==> config.mk <==
export PLATFORM = sky130hd
export DESIGN_NAME = age_stamped_slot_table_flat
export DESIGN_NICKNAME = d
export VERILOG_FILES = /design/src/rtl/ast_pkg.sv /design/src/rtl/ast_cmd_if.sv /design/src/rtl/ast_res_if.sv /design/src/rtl/ast_stamp_store.sv /design/src/rtl/ast_cmp_unit.sv /design/src/rtl/age_stamped_slot_table.sv /design/src/flat_wrapper.sv
export SDC_FILE = /design/constraint.sdc
export NUM_CORES = 1
export LEC_CHECK = 0
export ABC_CLOCK_PERIOD_IN_PS = 10200
export BUFFER_PORTS_ARGS = -buffer_cell sky130_fd_sc_hd__buf_4
export CAP_MARGIN = 5
export CORE_MARGIN = 1
export CORE_UTILIZATION = 62
export CTS_CLUSTER_SIZE = 24
export DETAILED_ROUTE_END_ITERATION = 8
export GPL_TIMING_DRIVEN = 0
export PLACE_DENSITY = 0.78
export SETUP_SLACK_MARGIN = 0.15
export SLEW_MARGIN = 20
export SYNTH_ARGS = -nofsm -noshare
export SYNTH_HDL_FRONTEND = slang
export SYNTH_SLANG_ARGS = --single-unit
export TNS_END_PERCENT = 20
==> constraint.sdc <==
create_clock -name clk -period 10.2 [get_ports clk]
set_input_delay 1.53 -clock clk [delete_from_list [all_inputs] [get_ports clk]]
set_output_delay 1.53 -clock clk [all_outputs]
set_load 0.01 [all_outputs]
==> src/rtl/ast_pkg.sv <==
// Package for the age-stamped slot table.
// Stamp codes, command codes, status codes and the structs passed between modules.
// No dependencies.
package ast_pkg;

    // Stamp codes
    localparam logic [7:0] STAMP_EMPTY    = 8'hFF;
    localparam logic [7:0] STAMP_DELETED  = 8'h00;
    localparam logic [7:0] STAMP_MAX_LIVE = 8'd254;

    // Command codes carried by the request channel
    typedef enum logic [1:0] {
        CMD_PUT    = 2'd0,
        CMD_DELETE = 2'd1,
        CMD_READ   = 2'd2,
        CMD_CLEAR  = 2'd3
    } cmd_t;

    // Result status codes
    localparam logic STATUS_OK      = 1'b0;
    localparam logic STATUS_NO_SLOT = 1'b1;

    // Write-side control of the stamp store
    typedef struct packed {
        logic       clear;
        logic       wr_en;
        logic [7:0] wr_data;
    } st_ctl_t;

    // Classification and compare results of the shared compare unit
    typedef struct packed {
        logic       is_empty;
        logic       is_deleted;
        logic       is_live;
        logic       lt_min;
        logic       gt_max;
        logic       listed;
        logic [7:0] key;
        logic       before_ref;
    } cmp_res_t;

endpackage

==> src/rtl/ast_cmd_if.sv <==
// Request channel of the age-stamped slot table: valid/ready plus command payload.
// Depends on nothing.
interface ast_cmd_if;
    logic       valid;
    logic       ready;
    logic [1:0] command;
    logic [3:0] slot_index;

    modport source (output valid, output command, output slot_index, input ready);
    modport sink   (input valid, input command, input slot_index, output ready);
endinterface

==> src/rtl/ast_res_if.sv <==
// Response channel of the age-stamped slot table: valid/ready plus result payload.
// Depends on nothing.
interface ast_res_if;
    logic       valid;
    logic       ready;
    logic [3:0] slot;
    logic [7:0] entry_stamp;
    logic       status;
    logic       renumbered;

    modport source (output valid, output slot, output entry_stamp, output status,
                    output renumbered, input ready);
    modport sink   (input valid, input slot, input entry_stamp, input status,
                    input renumbered, output ready);
endinterface

==> src/rtl/ast_stamp_store.sv <==
// Stamp storage: one write port, one registered read port, per-slot valid bits.
// An entry whose valid bit is clear reads as the empty stamp. Depends on ast_pkg.
module ast_stamp_store #(
    parameter int SLOT_COUNT = 16,
    localparam int IDX_W = $clog2(SLOT_COUNT)
) (
    input  logic                 clk,
    input  logic                 rst_n,
    input  ast_pkg::st_ctl_t     ctl,
    input  logic [IDX_W-1:0]     wr_addr,
    input  logic [IDX_W-1:0]     rd_addr,
    output logic [7:0]           rd_data
);

    logic [7:0]            mem [SLOT_COUNT];
    logic [SLOT_COUNT-1:0] valid_reg;
    logic [7:0]            mem_q_reg;
    logic                  vld_q_reg;

    // Memory array: write and registered read
    always_ff @(posedge clk)
    begin
        if (ctl.wr_en)
        begin
            mem[wr_addr] <= ctl.wr_data;
        end
        mem_q_reg <= mem[rd_addr];
    end

    // Valid bits: clear empties every slot at once
    always_ff @(posedge clk or negedge rst_n)
    begin
        if (!rst_n)
        begin
            valid_reg <= '0;
            vld_q_reg <= 1'b0;
        end
        else
        begin
            if (ctl.clear)
            begin
                valid_reg <= '0;
            end
            else if (ctl.wr_en)
            begin
                valid_reg[wr_addr] <= 1'b1;
            end
            vld_q_reg <= valid_reg[rd_addr];
        end
    end

    assign rd_data = vld_q_reg ? mem_q_reg : ast_pkg::STAMP_EMPTY;

endmodule

==> src/rtl/ast_cmp_unit.sv <==
// Shared compare unit: classifies one stamp and compares it against the running
// minimum, maximum and the rank reference. Depends on ast_pkg.
module ast_cmp_unit #(
    parameter int IDX_W = 4
) (
    input  logic [7:0]        stamp,
    input  logic [IDX_W-1:0]  cur_idx,
    input  logic [IDX_W-1:0]  chosen_idx,
    input  logic [7:0]        min_s,
    input  logic [7:0]        max_s,
    input  logic [7:0]        ref_key,
    input  logic [IDX_W-1:0]  ref_idx,
    output ast_pkg::cmp_res_t res
);

    logic is_chosen;

    always_comb
    begin
        is_chosen      = (cur_idx == chosen_idx);
        res.is_empty   = (stamp == ast_pkg::STAMP_EMPTY);
        res.is_deleted = (stamp == ast_pkg::STAMP_DELETED);
        res.is_live    = !res.is_empty && !res.is_deleted;
        res.lt_min     = (stamp < min_s);
        res.gt_max     = (stamp > max_s);
        // chosen slot ranks last among the renumbered ones
        res.listed     = is_chosen || res.is_live;
        res.key        = is_chosen ? ast_pkg::STAMP_EMPTY : stamp;
        // (key, slot) ordering, ties kept in slot order
        res.before_ref = (res.key < ref_key) || ((res.key == ref_key) && (cur_idx < ref_idx));
    end

endmodule

==> src/rtl/age_stamped_slot_table.sv <==
// Top level of the age-stamped slot table: command sequencer, rank memory, output stage.
// Depends on ast_pkg, ast_cmd_if, ast_res_if, ast_stamp_store and ast_cmp_unit.
//
//  channel    | dir | handshake          | payload
//  -----------+-----+--------------------+------------------------------------------
//  request    | in  | valid/ready        | command[1:0], slot_index[3:0]
//  response   | out | valid/ready        | slot[3:0], entry_stamp[7:0], status, renumbered
//  cfg        | in  | cfg_wr_en          | cfg_wr_data (reuse_deleted)
//
// Stamps are read one per cycle through the single read port of the stamp store and scanned
// by one shared compare unit. A put that renumbers adds one pairwise compare per cycle for
// every slot, then a copy of the rank memory back into the stamp store.
// Reset and clear empty every slot at once through per-slot valid bits; no clearing pass.
// request.ready is high only while the sequencer is idle; a finished result waits in the
// response register while the next transaction is taken.
module age_stamped_slot_table #(
    parameter int SLOT_COUNT = 16
) (
    input  logic          clk,
    input  logic          rst_n,
    input  logic          cfg_wr_en,
    input  logic          cfg_wr_data,
    ast_cmd_if.sink       request,
    ast_res_if.source     response
);

    localparam int IDX_W  = $clog2(SLOT_COUNT);
    localparam int CNT_W  = $clog2(SLOT_COUNT + 1);
    localparam int RANK_W = CNT_W;
    localparam logic [CNT_W-1:0] LAST_CNT = CNT_W'(SLOT_COUNT);
    localparam logic [IDX_W-1:0] LAST_IDX = IDX_W'(SLOT_COUNT - 1);

    typedef enum logic [3:0] {
        S_IDLE,
        S_READ,
        S_SCAN,
        S_DECIDE,
        S_RN_LOAD,
        S_RN_KEY,
        S_RN_INNER,
        S_COPY,
        S_FIN
    } state_t;

    state_t              state_reg, state_next;
    logic                reuse_reg;
    logic [CNT_W-1:0]    cnt_reg, cnt_next;
    logic [IDX_W-1:0]    oi_reg, oi_next;
    logic [7:0]          min_s_reg, min_s_next;
    logic [IDX_W-1:0]    min_i_reg, min_i_next;
    logic                have_min_reg, have_min_next;
    logic [7:0]          max_s_reg, max_s_next;
    logic                have_empty_reg, have_empty_next;
    logic [IDX_W-1:0]    empty_i_reg, empty_i_next;
    logic                have_del_reg, have_del_next;
    logic [IDX_W-1:0]    del_i_reg, del_i_next;
    logic [IDX_W-1:0]    idx_reg, idx_next;
    logic [7:0]          key_i_reg, key_i_next;
    logic                listed_i_reg, listed_i_next;
    logic [RANK_W-1:0]   rank_reg, rank_next;
    logic                in_range_reg, in_range_next;
    logic [3:0]          res_slot_reg, res_slot_next;
    logic [7:0]          res_stamp_reg, res_stamp_next;
    logic                res_status_reg, res_status_next;
    logic                res_ren_reg, res_ren_next;
    logic                out_valid_reg, out_valid_next;
    logic [3:0]          out_slot_reg, out_slot_next;
    logic [7:0]          out_stamp_reg, out_stamp_next;
    logic                out_status_reg, out_status_next;
    logic                out_ren_reg, out_ren_next;

    // Stamp store and compare unit hookup
    ast_pkg::st_ctl_t    st_ctl;
    logic [IDX_W-1:0]    st_wr_addr;
    logic [IDX_W-1:0]    st_rd_addr;
    logic [7:0]          st_rd_data;
    ast_pkg::cmp_res_t   cmp;
    logic [IDX_W-1:0]    cmp_idx;

    // Rank memory
    logic [RANK_W-1:0]   rank_mem [SLOT_COUNT];
    logic [RANK_W-1:0]   rank_q_reg;
    logic                rank_we;
    logic [RANK_W-1:0]   rank_wdata;

    // Derived indexes
    logic [CNT_W-1:0]    cnt_m1;
    logic [IDX_W-1:0]    proc_idx;
    logic [IDX_W-1:0]    issue_addr;
    logic [IDX_W+3:0]    si_wide;
    logic [IDX_W-1:0]    si_addr;
    logic                si_in_range;
    logic [IDX_W-1:0]    sel_idx;
    logic                sel_found;
    logic [IDX_W+3:0]    sel_wide;
    logic [RANK_W-1:0]   rank_fin;
    logic [7:0]          rank_fin_ext;
    logic [7:0]          rank_q_ext;
    logic                req_acc;

    assign cnt_m1      = cnt_reg - CNT_W'(1);
    assign proc_idx    = cnt_m1[IDX_W-1:0];
    assign issue_addr  = (cnt_reg < LAST_CNT) ? cnt_reg[IDX_W-1:0] : '0;
    assign si_wide     = {{IDX_W{1'b0}}, request.slot_index};
    assign si_addr     = si_wide[IDX_W-1:0];
    assign si_in_range = (32'(request.slot_index) < SLOT_COUNT);
    assign req_acc     = request.valid && request.ready;
    assign cmp_idx     = (state_reg == S_RN_KEY) ? oi_reg : proc_idx;
    assign rank_fin     = rank_reg + RANK_W'(cmp.listed && cmp.before_ref);
    assign rank_fin_ext = {{(8-RANK_W){1'b0}}, rank_fin};
    assign rank_q_ext   = {{(8-RANK_W){1'b0}}, rank_q_reg};

    ast_stamp_store #(
        .SLOT_COUNT (SLOT_COUNT)
    ) u_store (
        .clk     (clk),
        .rst_n   (rst_n),
        .ctl     (st_ctl),
        .wr_addr (st_wr_addr),
        .rd_addr (st_rd_addr),
        .rd_data (st_rd_data)
    );

    ast_cmp_unit #(
        .IDX_W (IDX_W)
    ) u_cmp (
        .stamp      (st_rd_data),
        .cur_idx    (cmp_idx),
        .chosen_idx (idx_reg),
        .min_s      (min_s_reg),
        .max_s      (max_s_reg),
        .ref_key    (key_i_reg),
        .ref_idx    (oi_reg),
        .res        (cmp)
    );

    // Put slot selection: empty, then deleted when reuse is on, then oldest live
    always_comb
    begin
        sel_found = 1'b1;
        sel_idx   = min_i_reg;
        if (have_empty_reg)
        begin
            sel_idx = empty_i_reg;
        end
        else if (have_del_reg && reuse_reg)
        begin
            sel_idx = del_i_reg;
        end
        else if (!have_min_reg)
        begin
            sel_found = 1'b0;
        end
    end

    assign sel_wide = {4'b0000, sel_idx};

    // Rank memory: write and registered read
    always_ff @(posedge clk)
    begin
        if (rank_we)
        begin
            rank_mem[oi_reg] <= rank_wdata;
        end
        rank_q_reg <= rank_mem[issue_addr];
    end

    // Sequencer next-state logic
    always_comb
    begin
        state_next      = state_reg;
        cnt_next        = cnt_reg;
        oi_next         = oi_reg;
        min_s_next      = min_s_reg;
        min_i_next      = min_i_reg;
        have_min_next   = have_min_reg;
        max_s_next      = max_s_reg;
        have_empty_next = have_empty_reg;
        empty_i_next    = empty_i_reg;
        have_del_next   = have_del_reg;
        del_i_next      = del_i_reg;
        idx_next        = idx_reg;
        key_i_next      = key_i_reg;
        listed_i_next   = listed_i_reg;
        rank_next       = rank_reg;
        in_range_next   = in_range_reg;
        res_slot_next   = res_slot_reg;
        res_stamp_next  = res_stamp_reg;
        res_status_next = res_status_reg;
        res_ren_next    = res_ren_reg;
        out_valid_next  = out_valid_reg && !response.ready;
        out_slot_next   = out_slot_reg;
        out_stamp_next  = out_stamp_reg;
        out_status_next = out_status_reg;
        out_ren_next    = out_ren_reg;
        st_ctl          = '0;
        st_wr_addr      = '0;
        st_rd_addr      = '0;
        rank_we         = 1'b0;
        rank_wdata      = '0;

        unique case (state_reg)
            S_IDLE:
            begin
                if (req_acc)
                begin
                    res_status_next = ast_pkg::STATUS_OK;
                    res_ren_next    = 1'b0;
                    unique case (ast_pkg::cmd_t'(request.command))
                        ast_pkg::CMD_PUT:
                        begin
                            cnt_next        = '0;
                            have_min_next   = 1'b0;
                            have_empty_next = 1'b0;
                            have_del_next   = 1'b0;
                            max_s_next      = 8'd0;
                            state_next      = S_SCAN;
                        end
                        ast_pkg::CMD_DELETE:
                        begin
                            st_ctl.wr_en   = si_in_range;
                            st_ctl.wr_data = ast_pkg::STAMP_DELETED;
                            st_wr_addr     = si_addr;
                            res_slot_next  = request.slot_index;
                            res_stamp_next = ast_pkg::STAMP_DELETED;
                            state_next     = S_FIN;
                        end
                        ast_pkg::CMD_READ:
                        begin
                            st_rd_addr    = si_in_range ? si_addr : '0;
                            in_range_next = si_in_range;
                            res_slot_next = request.slot_index;
                            state_next    = S_READ;
                        end
                        ast_pkg::CMD_CLEAR:
                        begin
                            st_ctl.clear   = 1'b1;
                            res_slot_next  = 4'd0;
                            res_stamp_next = ast_pkg::STAMP_EMPTY;
                            state_next     = S_FIN;
                        end
                    endcase
                end
            end

            S_READ:
            begin
                res_stamp_next = in_range_reg ? st_rd_data : ast_pkg::STAMP_EMPTY;
                state_next     = S_FIN;
            end

            // one slot per cycle: issue read of cnt, process data of cnt-1
            S_SCAN:
            begin
                st_rd_addr = issue_addr;
                if (cnt_reg != '0)
                begin
                    if (cmp.is_live && (!have_min_reg || cmp.lt_min))
                    begin
                        min_s_next    = st_rd_data;
                        min_i_next    = proc_idx;
                        have_min_next = 1'b1;
                    end
                    if (!cmp.is_empty && cmp.gt_max)
                    begin
                        max_s_next = st_rd_data;
                    end
                    if (cmp.is_empty && !have_empty_reg)
                    begin
                        have_empty_next = 1'b1;
                        empty_i_next    = proc_idx;
                    end
                    if (cmp.is_deleted && !have_del_reg)
                    begin
                        have_del_next = 1'b1;
                        del_i_next    = proc_idx;
                    end
                end
                if (cnt_reg == LAST_CNT)
                begin
                    state_next = S_DECIDE;
                end
                else
                begin
                    cnt_next = cnt_reg + CNT_W'(1);
                end
            end

            S_DECIDE:
            begin
                idx_next      = sel_idx;
                res_slot_next = sel_wide[3:0];
                if (!sel_found)
                begin
                    res_slot_next   = 4'd0;
                    res_stamp_next  = 8'd0;
                    res_status_next = ast_pkg::STATUS_NO_SLOT;
                    state_next      = S_FIN;
                end
                else if (max_s_reg < ast_pkg::STAMP_MAX_LIVE)
                begin
                    st_ctl.wr_en   = 1'b1;
                    st_ctl.wr_data = max_s_reg + 8'd1;
                    st_wr_addr     = sel_idx;
                    res_stamp_next = max_s_reg + 8'd1;
                    state_next     = S_FIN;
                end
                else
                begin
                    res_ren_next = 1'b1;
                    oi_next      = '0;
                    state_next   = S_RN_LOAD;
                end
            end

            S_RN_LOAD:
            begin
                st_rd_addr = oi_reg;
                state_next = S_RN_KEY;
            end

            S_RN_KEY:
            begin
                key_i_next    = cmp.key;
                listed_i_next = cmp.listed;
                rank_next     = RANK_W'(1);
                cnt_next      = '0;
                state_next    = S_RN_INNER;
            end

            // count listed slots ordered before slot oi
            S_RN_INNER:
            begin
                st_rd_addr = issue_addr;
                if (cnt_reg != '0)
                begin
                    rank_next = rank_fin;
                end
                if (cnt_reg == LAST_CNT)
                begin
                    rank_we    = 1'b1;
                    rank_wdata = listed_i_reg ? rank_fin : '0;
                    if (oi_reg == idx_reg)
                    begin
                        res_stamp_next = rank_fin_ext;
                    end
                    if (oi_reg == LAST_IDX)
                    begin
                        cnt_next   = '0;
                        state_next = S_COPY;
                    end
                    else
                    begin
                        oi_next    = oi_reg + IDX_W'(1);
                        state_next = S_RN_LOAD;
                    end
                end
                else
                begin
                    cnt_next = cnt_reg + CNT_W'(1);
                end
            end

            // write ranks back; rank zero marks a slot left alone
            S_COPY:
            begin
                if (cnt_reg != '0)
                begin
                    st_ctl.wr_en   = (rank_q_reg != '0);
                    st_ctl.wr_data = rank_q_ext;
                    st_wr_addr     = proc_idx;
                end
                if (cnt_reg == LAST_CNT)
                begin
                    state_next = S_FIN;
                end
                else
                begin
                    cnt_next = cnt_reg + CNT_W'(1);
                end
            end

            S_FIN:
            begin
                if (!out_valid_reg || response.ready)
                begin
                    out_valid_next  = 1'b1;
                    out_slot_next   = res_slot_reg;
                    out_stamp_next  = res_stamp_reg;
                    out_status_next = res_status_reg;
                    out_ren_next    = res_ren_reg;
                    state_next      = S_IDLE;
                end
            end

            default:
            begin
                state_next = S_IDLE;
            end
        endcase
    end

    // State, registered outputs and the reuse configuration
    always_ff @(posedge clk or negedge rst_n)
    begin
        if (!rst_n)
        begin
            state_reg      <= S_IDLE;
            out_valid_reg  <= 1'b0;
            out_slot_reg   <= 4'd0;
            out_stamp_reg  <= 8'd0;
            out_status_reg <= ast_pkg::STATUS_OK;
            out_ren_reg    <= 1'b0;
            reuse_reg      <= 1'b1;
        end
        else
        begin
            state_reg      <= state_next;
            out_valid_reg  <= out_valid_next;
            out_slot_reg   <= out_slot_next;
            out_stamp_reg  <= out_stamp_next;
            out_status_reg <= out_status_next;
            out_ren_reg    <= out_ren_next;
            if (cfg_wr_en)
            begin
                reuse_reg <= cfg_wr_data;
            end
        end
    end

    // Datapath registers, no reset needed
    always_ff @(posedge clk)
    begin
        cnt_reg        <= cnt_next;
        oi_reg         <= oi_next;
        min_s_reg      <= min_s_next;
        min_i_reg      <= min_i_next;
        have_min_reg   <= have_min_next;
        max_s_reg      <= max_s_next;
        have_empty_reg <= have_empty_next;
        empty_i_reg    <= empty_i_next;
        have_del_reg   <= have_del_next;
        del_i_reg      <= del_i_next;
        idx_reg        <= idx_next;
        key_i_reg      <= key_i_next;
        listed_i_reg   <= listed_i_next;
        rank_reg       <= rank_next;
        in_range_reg   <= in_range_next;
        res_slot_reg   <= res_slot_next;
        res_stamp_reg  <= res_stamp_next;
        res_status_reg <= res_status_next;
        res_ren_reg    <= res_ren_next;
    end

    assign request.ready        = (state_reg == S_IDLE);
    assign response.valid       = out_valid_reg;
    assign response.slot        = out_slot_reg;
    assign response.entry_stamp = out_stamp_reg;
    assign response.status      = out_status_reg;
    assign response.renumbered  = out_ren_reg;

    // Assertions
    a_busy_after_accept: assert property (@(posedge clk) disable iff (!rst_n)
        req_acc |=> !request.ready)
        else $error("request ready right after an accepted transaction");

    a_copy_rank_bound: assert property (@(posedge clk) disable iff (!rst_n)
        (state_reg == S_COPY) && st_ctl.wr_en |-> (32'(rank_q_reg) <= SLOT_COUNT))
        else $error("renumbered stamp exceeds slot count");

    a_renumber_result: assert property (@(posedge clk) disable iff (!rst_n)
        response.valid && response.renumbered |->
            (response.status == ast_pkg::STATUS_OK) && (response.entry_stamp != 8'd0) &&
            (32'(response.entry_stamp) <= SLOT_COUNT))
        else $error("renumbered put returned an out-of-range stamp");

    a_no_slot_result: assert property (@(posedge clk) disable iff (!rst_n)
        (state_reg == S_DECIDE) && !sel_found |=>
            (state_reg == S_FIN) && (res_status_reg == ast_pkg::STATUS_NO_SLOT) &&
            !res_ren_reg)
        else $error("failed put did not report no usable slot");

endmodule

==> src/flat_wrapper.sv <==
// flat-port wrapper written by rule: the top's interface ports become plain ports
module age_stamped_slot_table_flat 
#(
    parameter int SLOT_COUNT = 16
)
  (clk, rst_n, cfg_wr_en, cfg_wr_data, request_valid, request_command, request_slot_index, request_ready, response_valid, response_slot, response_entry_stamp, response_status, response_renumbered, response_ready);
  ast_cmd_if request_i ();
  ast_res_if response_i ();
  input  logic clk;
  input  logic rst_n;
  input  logic cfg_wr_en;
  input  logic cfg_wr_data;
  input wire logic [$bits(request_i.valid)-1:0] request_valid;
  input wire logic [$bits(request_i.command)-1:0] request_command;
  input wire logic [$bits(request_i.slot_index)-1:0] request_slot_index;
  output wire logic [$bits(request_i.ready)-1:0] request_ready;
  output wire logic [$bits(response_i.valid)-1:0] response_valid;
  output wire logic [$bits(response_i.slot)-1:0] response_slot;
  output wire logic [$bits(response_i.entry_stamp)-1:0] response_entry_stamp;
  output wire logic [$bits(response_i.status)-1:0] response_status;
  output wire logic [$bits(response_i.renumbered)-1:0] response_renumbered;
  input wire logic [$bits(response_i.ready)-1:0] response_ready;
  assign request_i.valid = request_valid;
  assign request_i.command = request_command;
  assign request_i.slot_index = request_slot_index;
  assign request_ready = request_i.ready;
  assign response_valid = response_i.valid;
  assign response_slot = response_i.slot;
  assign response_entry_stamp = response_i.entry_stamp;
  assign response_status = response_i.status;
  assign response_renumbered = response_i.renumbered;
  assign response_i.ready = response_ready;
  age_stamped_slot_table #(.SLOT_COUNT(SLOT_COUNT)) u_core (.clk(clk), .rst_n(rst_n), .cfg_wr_en(cfg_wr_en), .cfg_wr_data(cfg_wr_data), .request(request_i), .response(response_i));
endmodule
==> results of run 1 <==
[cells in the mapped netlist (all sizes together), types with 2 or more instances]
library cell    n  area share
o221ai          8      0.0048
a22oi          29       0.015
mux2           20       0.015
nand2          55       0.014
o31a            3      0.0018
and3            9      0.0038
clkbuf         30      0.0077
buf            21      0.0085
nor4b           2      0.0012
o211ai          7      0.0036
dfrtp          36       0.062
and2           25       0.011
o31ai           3      0.0015
o22ai           3      0.0013
a2111oi         2      0.0012
xor2           10      0.0060
mux4           41       0.063
nand3b          4      0.0021
nand3          25      0.0086
nor3           10      0.0034
a22o            5      0.0037
nand2b         11      0.0047
o21a           16      0.0082
a21boi          5      0.0026
a221oi         25       0.015
nor4            3      0.0013
xnor2          13      0.0078
a21oi          30       0.011
a31o            2      0.0012
nor2b          23      0.0098
ha             36       0.031
a211oi          8      0.0041
a211o           3      0.0018
inv            51       0.013
nand4           9      0.0038
o21ai          43       0.015
edfxtp        280        0.57
a31oi           2     0.00086
or2             4      0.0017
nor2           69       0.018
dfxtp          13       0.018
a21o            7      0.0036
or4             2      0.0010
and4            3      0.0018
or3             3      0.0013
[layout by cell type (no fill, tap or decap), drive strengths merged, types with 7 or more instances in the layout]
| cell type | n |
|---|---|
| a211oi | 8 |
| a21o | 7 |
| a21oi | 30 |
| a221oi | 25 |
| a22oi | 29 |
| and2 | 25 |
| and3 | 9 |
| buf | 46 |
| clkbuf | 81 |
| clkinv | 10 |
| dfrtp | 36 |
| dfxtp | 13 |
| edfxtp | 280 |
| ha | 36 |
| inv | 51 |
| mux2 | 20 |
| mux4 | 41 |
| nand2 | 55 |
| nand2b | 11 |
| nand3 | 25 |
| nand4 | 9 |
| nor2 | 69 |
| nor2b | 23 |
| nor3 | 10 |
| o211ai | 7 |
| o21a | 16 |
| o21ai | 43 |
| o221ai | 8 |
| xnor2 | 13 |
| xor2 | 10 |
[cells by family after synthesis]
kind of cell / count (synthesis) / synth area share
AO/OA/AOI/OAI: 207 / 0.09899
XOR/XNOR: 23 / 0.01377
adder cells (fa/ha/maj): 36 / 0.03080
buffers and inverters: 103 / 0.02951
flip-flops: 330 / 0.6561
multiplexers: 62 / 0.07922
AND/OR/NAND/NOR: 263 / 0.09162
[worst reg2reg max path, delay by kind of cell, from the launching register on]
| kind | cells | cell delay (ns) |
|---|---|---|
| AOI/OAI and AO/OA | 6 | 1.07 |
| DFF | 1 | 0.39 |
| xor gates and xnor gates | 3 | 0.83 |
| adders and majority gates | 4 | 0.96 |
| and+or+nand+nor | 6 | 1.44 |
| buffers and inverters | 5 | 1.82 |
[layout make-up]
| cell class | count | area, um2 | share of cell area |
|---|---|---|---|
| sequential | 330 | 9595 | 0.5882 |
| multi-input combinational | 591 | 4631 | 0.2839 |
| clock buffer | 51 | 996.0 | 0.06105 |
| tap | 313 | 391.6 | 0.02401 |
| buffer | 51 | 236.5 | 0.01450 |
| inverter | 52 | 195.2 | 0.01197 |
| timing repair buffer | 25 | 187.7 | 0.01150 |
| clock inverter | 11 | 80.08 | 0.004909 |
[worst paths after layout]
| check | endpoint | slack, ns | cells past startpoint |
|---|---|---|---|
| min | u_core.response.entry_stamp[3] | 0.48 | 1 |
| max in group asynchronous | u_core.response.entry_stamp[1] | 8.82 | 1 |
| min reg2reg | u_core.response.entry_stamp[3] | 0.48 | 1 |
| max reg2reg | u_core.rank_mem[2][4] | 3.41 | 24 |
| min in group asynchronous | u_core.u_store.valid_reg[15] | 1.00 | 1 |
| max | u_core.rank_mem[2][4] | 3.41 | 24 |
[report_power, final]
| part | switching (uW) | internal, uW |
|---|---|---|
| Clock | 494 | 680 |
| Sequential | 104 | 1700 |
| Combinational | 876 | 524 |
[metal layers]
layer,track usage,wire length [um],vias to the layer above
li1,-,-,4056
met1,0.4208,13850,4541
met2,0.4580,16200,528
met3,0.05528,3242,79
met4,0.1018,1000,0
met5,0,0,-
[per-stage QoR]
step | hold WS [ns] | setup WS (ns) | power (uW)
finish | 0.4777 | 3.410 | 4376
global route | 0.4877 | 2.951 | 4565
CTS | 0.4804 | 3.062 | 4359
detailed placement | 0.4668 | 3.095 | 3185
global placement | 0.4569 | 3.235 | 3138
floorplan | 0.4448 | 4.936 | 2713
==> impl_metrics.csv, run 1 <==
group,metric,value,unit
floorplan,dieArea,24210,um2
sta,finalSetupViolCount,0,
power,cellPowerDensity,268.2,nW/um2
floorplan,die_x,155.6,um
status,status,"finished clean",
finish,area_growth,11.54,%
sta,hold_viol_final,0,
power,ir_worst_vdd,0.0001618,V
synthesis,async_flop_share,0.1121,
sta,clock.fmax,147.3,MHz
synthesis,ys_ff_latch,330,
setup_path,crit_path_start_kind,"flip-flop",
global_routing,grt_max_degree,38,
sta,drv_slew,0,
setup_path,crit_required,10.40,ns
power,p_leak,0.005687,uW
setup_path,end_kind,"flip-flop",
clock_tree,h-tree-depth,2,
route,via_per_inst,6.463,
job,maxCapViolCount,0,
sta,slew_headroom,0.2329,
finish,drive_above_1_share,0.1602,
sta,fin_skew,0.02101,ns
clock_tree,cts_hold_buffers,0,
sta,worst_pin_slew,1.146,ns
setup_path,slowest_stage,"buf_1",
clock_tree,cts_inserted_buffers,34,
placement,dp.cells,1362,
placement,place_area,15220,um2
finish,layout.nets,1133,
floorplan,fp.coreArea,22920,um2
setup_path,cp_max_fo,16,
floorplan,top_level_ports,28,
synthesis,syn-cell-area,14630,um2
route,vias,9204,
route,routed_wl,34300,um
finish,antenna_cells,0,
floorplan,start_util,0.6382,
clock_tree,cts_tree,"built",
clock_tree,clk_latency,0.52,ns
worst_hold_path,hold_path_class,"flip-flop to flip-flop",
finish,final_cells,1424,
setup_path,r2r-start,"u_core.cnt_reg[0]",
clock_tree,clk_pin_slew,0.06,ns
synthesis,synth_edf_count,280,
clock_tree,cts_root_buf,"clkbuf_16",
setup_path,crit_chain,"clkbuf_1, clkinv_1, clkbuf_1, buf_1, ha_1, xor2_1, nor2_1, a21oi_1, xor2_1, or4_1, buf_2, nand2_1, ha_1, nor2b_1, o21ai_0, a21oi_1, a2111oi_0, o21ai_0, a22oi_1, ha_1, ha_1, nand3_1, xor2_1, nor2_2",
clock_tree,post-cts-setup-buffers,0,
clock_tree,clock-sinks,330,
route,drc,0,
synthesis,synth_area_per_cell,14.28,um2
setup_path,cp-startpoint,"u_core.cnt_reg[0]",
route,drt_iter0_drc,946,
floorplan,num_rows,55,
synthesis,synth.distinct_cells,67,
sta,final.min_clock_period,6.790,ns
route,ant_nets,0,
global_routing,first_global_vias,9167,
placement,placement.io_buffers,25,
setup_path,crit_type,"flip-flop to flip-flop",
finish,largest_register_ffs,128,
sta,tns,0,ns
clock_tree,cts_resized,0,
sta,rsz0062_at_grt,"no",
synthesis,synth_fp_nets,1072,
global_routing,grt_pass1_wl,52670,um
global_routing,overflow,0,
finish,fin_area,16310,um2
placement,dp_hpwl,23420,um
synthesis,synth_warnings,0,
finish,post-route-util,0.7119,
setup_path,critical_path.top_delay_family,"buffers and inverters",
worst_hold_path,hold_path.startpoint,"u_core.res_stamp_reg[3]",
synthesis,synth-main-ff-cell,"edfxtp_1",
setup_path,slowest_delay,0.66,ns
finish,fillers,1498,
synthesis,synth_cells,1024,
clock_tree,cts_buffer_depth,3,
setup_path,cp.arrival,6.99,ns
placement,routabilityCongestion,0.9821,
synthesis,seq_area_frac_synth,0.6561,
setup_path,path_buf_inv,5,
global_routing,grt_use_total,0.2938,
floorplan,die_h,155.6,um
route,firstDrtPassIters,6,
sta,min_period_over_period,0.6657,
route,routedWlPerCell,24.09,um
setup_path,cp_common_cell,"ha_1",
global_routing,antenna_found_initial,0,
No activity file was read; power rests on OpenSTA's default activity.
==> run 2, diff against run 1 <==
- ABC_CLOCK_PERIOD_IN_PS: 10200 -> 6200
- CORE_UTILIZATION: 62 -> 57
- PLACE_DENSITY: 0.78 -> 0.75
- clock period: 10.2 -> 6.2 ns (I/O delays scaled with it)
==> impl_metrics.csv, run 2 (synthesis results as in run 1) <==
group,metric,value,unit
status,status,"finished clean",
power,power_frac_comb,0.311,
setup_path,cp.arrival,5.96,ns
global_routing,overflow,0,
setup_path,cp_max_fo,11,
route,ant_nets,0,
placement,routabilityCongestion,0.9936,
finish,seq_area,9595,um2
power,cellPowerDensity,442.4,nW/um2
power,design_power_total,7271,uW
route,routed_wl,33860,um
clock_tree,h-tree-depth,2,
power,p_int,4873,uW
sta,min_period_over_period,0.9221,
floorplan,die_x,162.2,um
power,power_switching,2398,uW
clock_tree,clk_pin_slew,0.06,ns
floorplan,fp.coreArea,25180,um2
global_routing,grt_pass1_wl,51180,um
clock_tree,cts_buffer_depth,3,
clock_tree,clock-sinks,330,
global_routing,antenna_found_initial,1,
floorplan,num_rows,58,
clock_tree,cts_hold_buffers,0,
power,ir_worst_vdd,0.0002455,V
sta,final.min_clock_period,5.717,ns
setup_path,rrSetupSlack,0.48,ns
route,via_per_inst,6.335,
floorplan,dieArea,26300,um2
finish,multi_input_area,4647,um2
finish,area_growth,12.37,%
placement,placement.io_buffers,25,
sta,hold_viol_final,0,
clock_tree,cts_inserted_buffers,34,
clock_tree,clk_latency,0.52,ns
placement,dp_hpwl,22940,um
setup_path,crit_required,6.44,ns
sta,slew_headroom,0.3115,
global_routing,grt_use_total,0.2633,
finish,largest_register_ffs,128,
clock_tree,cts_root_buf,"clkbuf_16",
route,vias,9142,
power,swShare,0.3298,
route,firstDrtPassIters,7,
finish,drive_above_1_share,0.1655,
setup_path,crit_type,"flip-flop to flip-flop",
finish,final_cell_mix,"edfxtp_1, nor2_1, nand2_1, inv_1, mux4_2",
power,pwr-share-seq,0.408,
worst_hold_path,hold_path_class,"primary input to async pin",
sta,fin_skew,0.02368,ns
route,drt_iter0_drc,982,
power,p_leak,0.005726,uW
finish,layout.nets,1134,
sta,holdWs,0.3909,ns
floorplan,die_h,162.2,um
sta,finalSetupViolCount,0,
sta,worst_pin_slew,1.029,ns
global_routing,first_global_vias,8945,
setup_path,crit_path_start_kind,"flip-flop",
global_routing,grt_max_degree,38,
floorplan,start_util,0.5808,
floorplan,top_level_ports,28,
clock_tree,cts_tree,"built",
route,drc,0,
sta,rsz0062_at_grt,"no",
job,maxCapViolCount,0,
finish,layout_commonest_cell,"edfxtp_1",
finish,fillers,1744,
setup_path,end_kind,"flip-flop",
sta,clock.fmax,174.9,MHz
sta,drv_slew,0,
power,p_clk_frac,0.281,
route,routedWlPerCell,23.47,um
## run 2: final cells by class
type | count | share of cell area
flip-flops and latches | 330 | 0.5839
multi-input cells | 591 | 0.2828
clock buffers | 42 | 0.05748
well taps | 330 | 0.02512
plain buffers | 50 | 0.01447
repair buffers | 27 | 0.01256
inverters | 52 | 0.01241
clock inverters | 20 | 0.01119
diodes | 1 | 0.0001523
## run 2: final timing paths
| check | from | end | depth (start not counted) |
|---|---|---|---|
| setup / recovery | u_core.cnt_reg[1] | u_core.res_stamp_reg[4] | 25 |
| hold / removal | rst_n | u_core.response.entry_stamp[0] | 1 |
| setup reg to reg | u_core.cnt_reg[1] | u_core.res_stamp_reg[4] | 25 |
| hold reg to reg | u_core.res_stamp_reg[4] | u_core.response.entry_stamp[4] | 1 |
| max in group asynchronous | rst_n | u_core.state_reg[1] | 1 |
| min in group clk | u_core.res_stamp_reg[4] | u_core.response.entry_stamp[4] | 1 |
## run 2: worst max-delay path, cell delays in order, from the launching register on
cell and delay, ns:
edfxtp_1 0.37, clkbuf_2 0.28, inv_1 0.19, clkbuf_2 0.26, ha_1 0.37, clkinvlp_4 0.23, nor2_1 0.16, a21oi_1 0.08
xor2_1 0.16, or4_1 0.57, buf_2 0.21, nand2_1 0.11, ha_1 0.25, nor2b_1 0.13, o21ai_0 0.18, a21oi_1 0.10
a2111oi_0 0.29, o21ai_0 0.21, a22oi_1 0.21, ha_1 0.21, ha_1 0.20, nand3_1 0.12, xor2_2 0.24, nor2_1 0.11
nor2_1 0.11, o211ai_1 0.11
## run 2: per-stage QoR
step | TNS [ns] | area (um2) | setup slack [ns] | std cells | util
2_1_floorplan | 0 | 14630 | 0.9359 | 1024 | -
3_3_place_gp | -33.43 | 15230 | -0.6580 | 1379 | 0.6046
3_5_place_dp | -32.82 | 15270 | -0.7974 | 1381 | 0.6062
4_1_cts | 0 | 16410 | 0.1508 | 1442 | 0.6518
5_1_grt | 0 | 16430 | 0.1776 | 1443 | 0.6526
6_report | 0 | 16430 | 0.4828 | 1443 | 0.6526
## run 2: repair_timing
| item | CTS | global route |
|---|---|---|
| buffers inserted | 0 | 0 |
| endpoints found under the setup margin | 89 | 86 |
| cloned | 0 | 0 |
| gates resized for setup | 7 | 8 |
| hold endpoints to repair | 0 | 0 |
## run 2: power groups by stage
stage	logic (uW)	registers (uW)	clock network (uW)
finish	2260	2970	2040
global route	2450	2990	2150
floorplan	1500	2960	0
CTS	2220	2970	2070
global placement	2130	2990	0
detailed placement	2200	3000	0
## run 2: metal layers
layer	GRT usage	vias to the layer above	share of wire
met5	0	-	0
met2	0.4188	470	0.47
met4	0.09820	0	0.033
met3	0.05056	93	0.085
li1	-	4061	-
met1	0.3627	4518	0.41
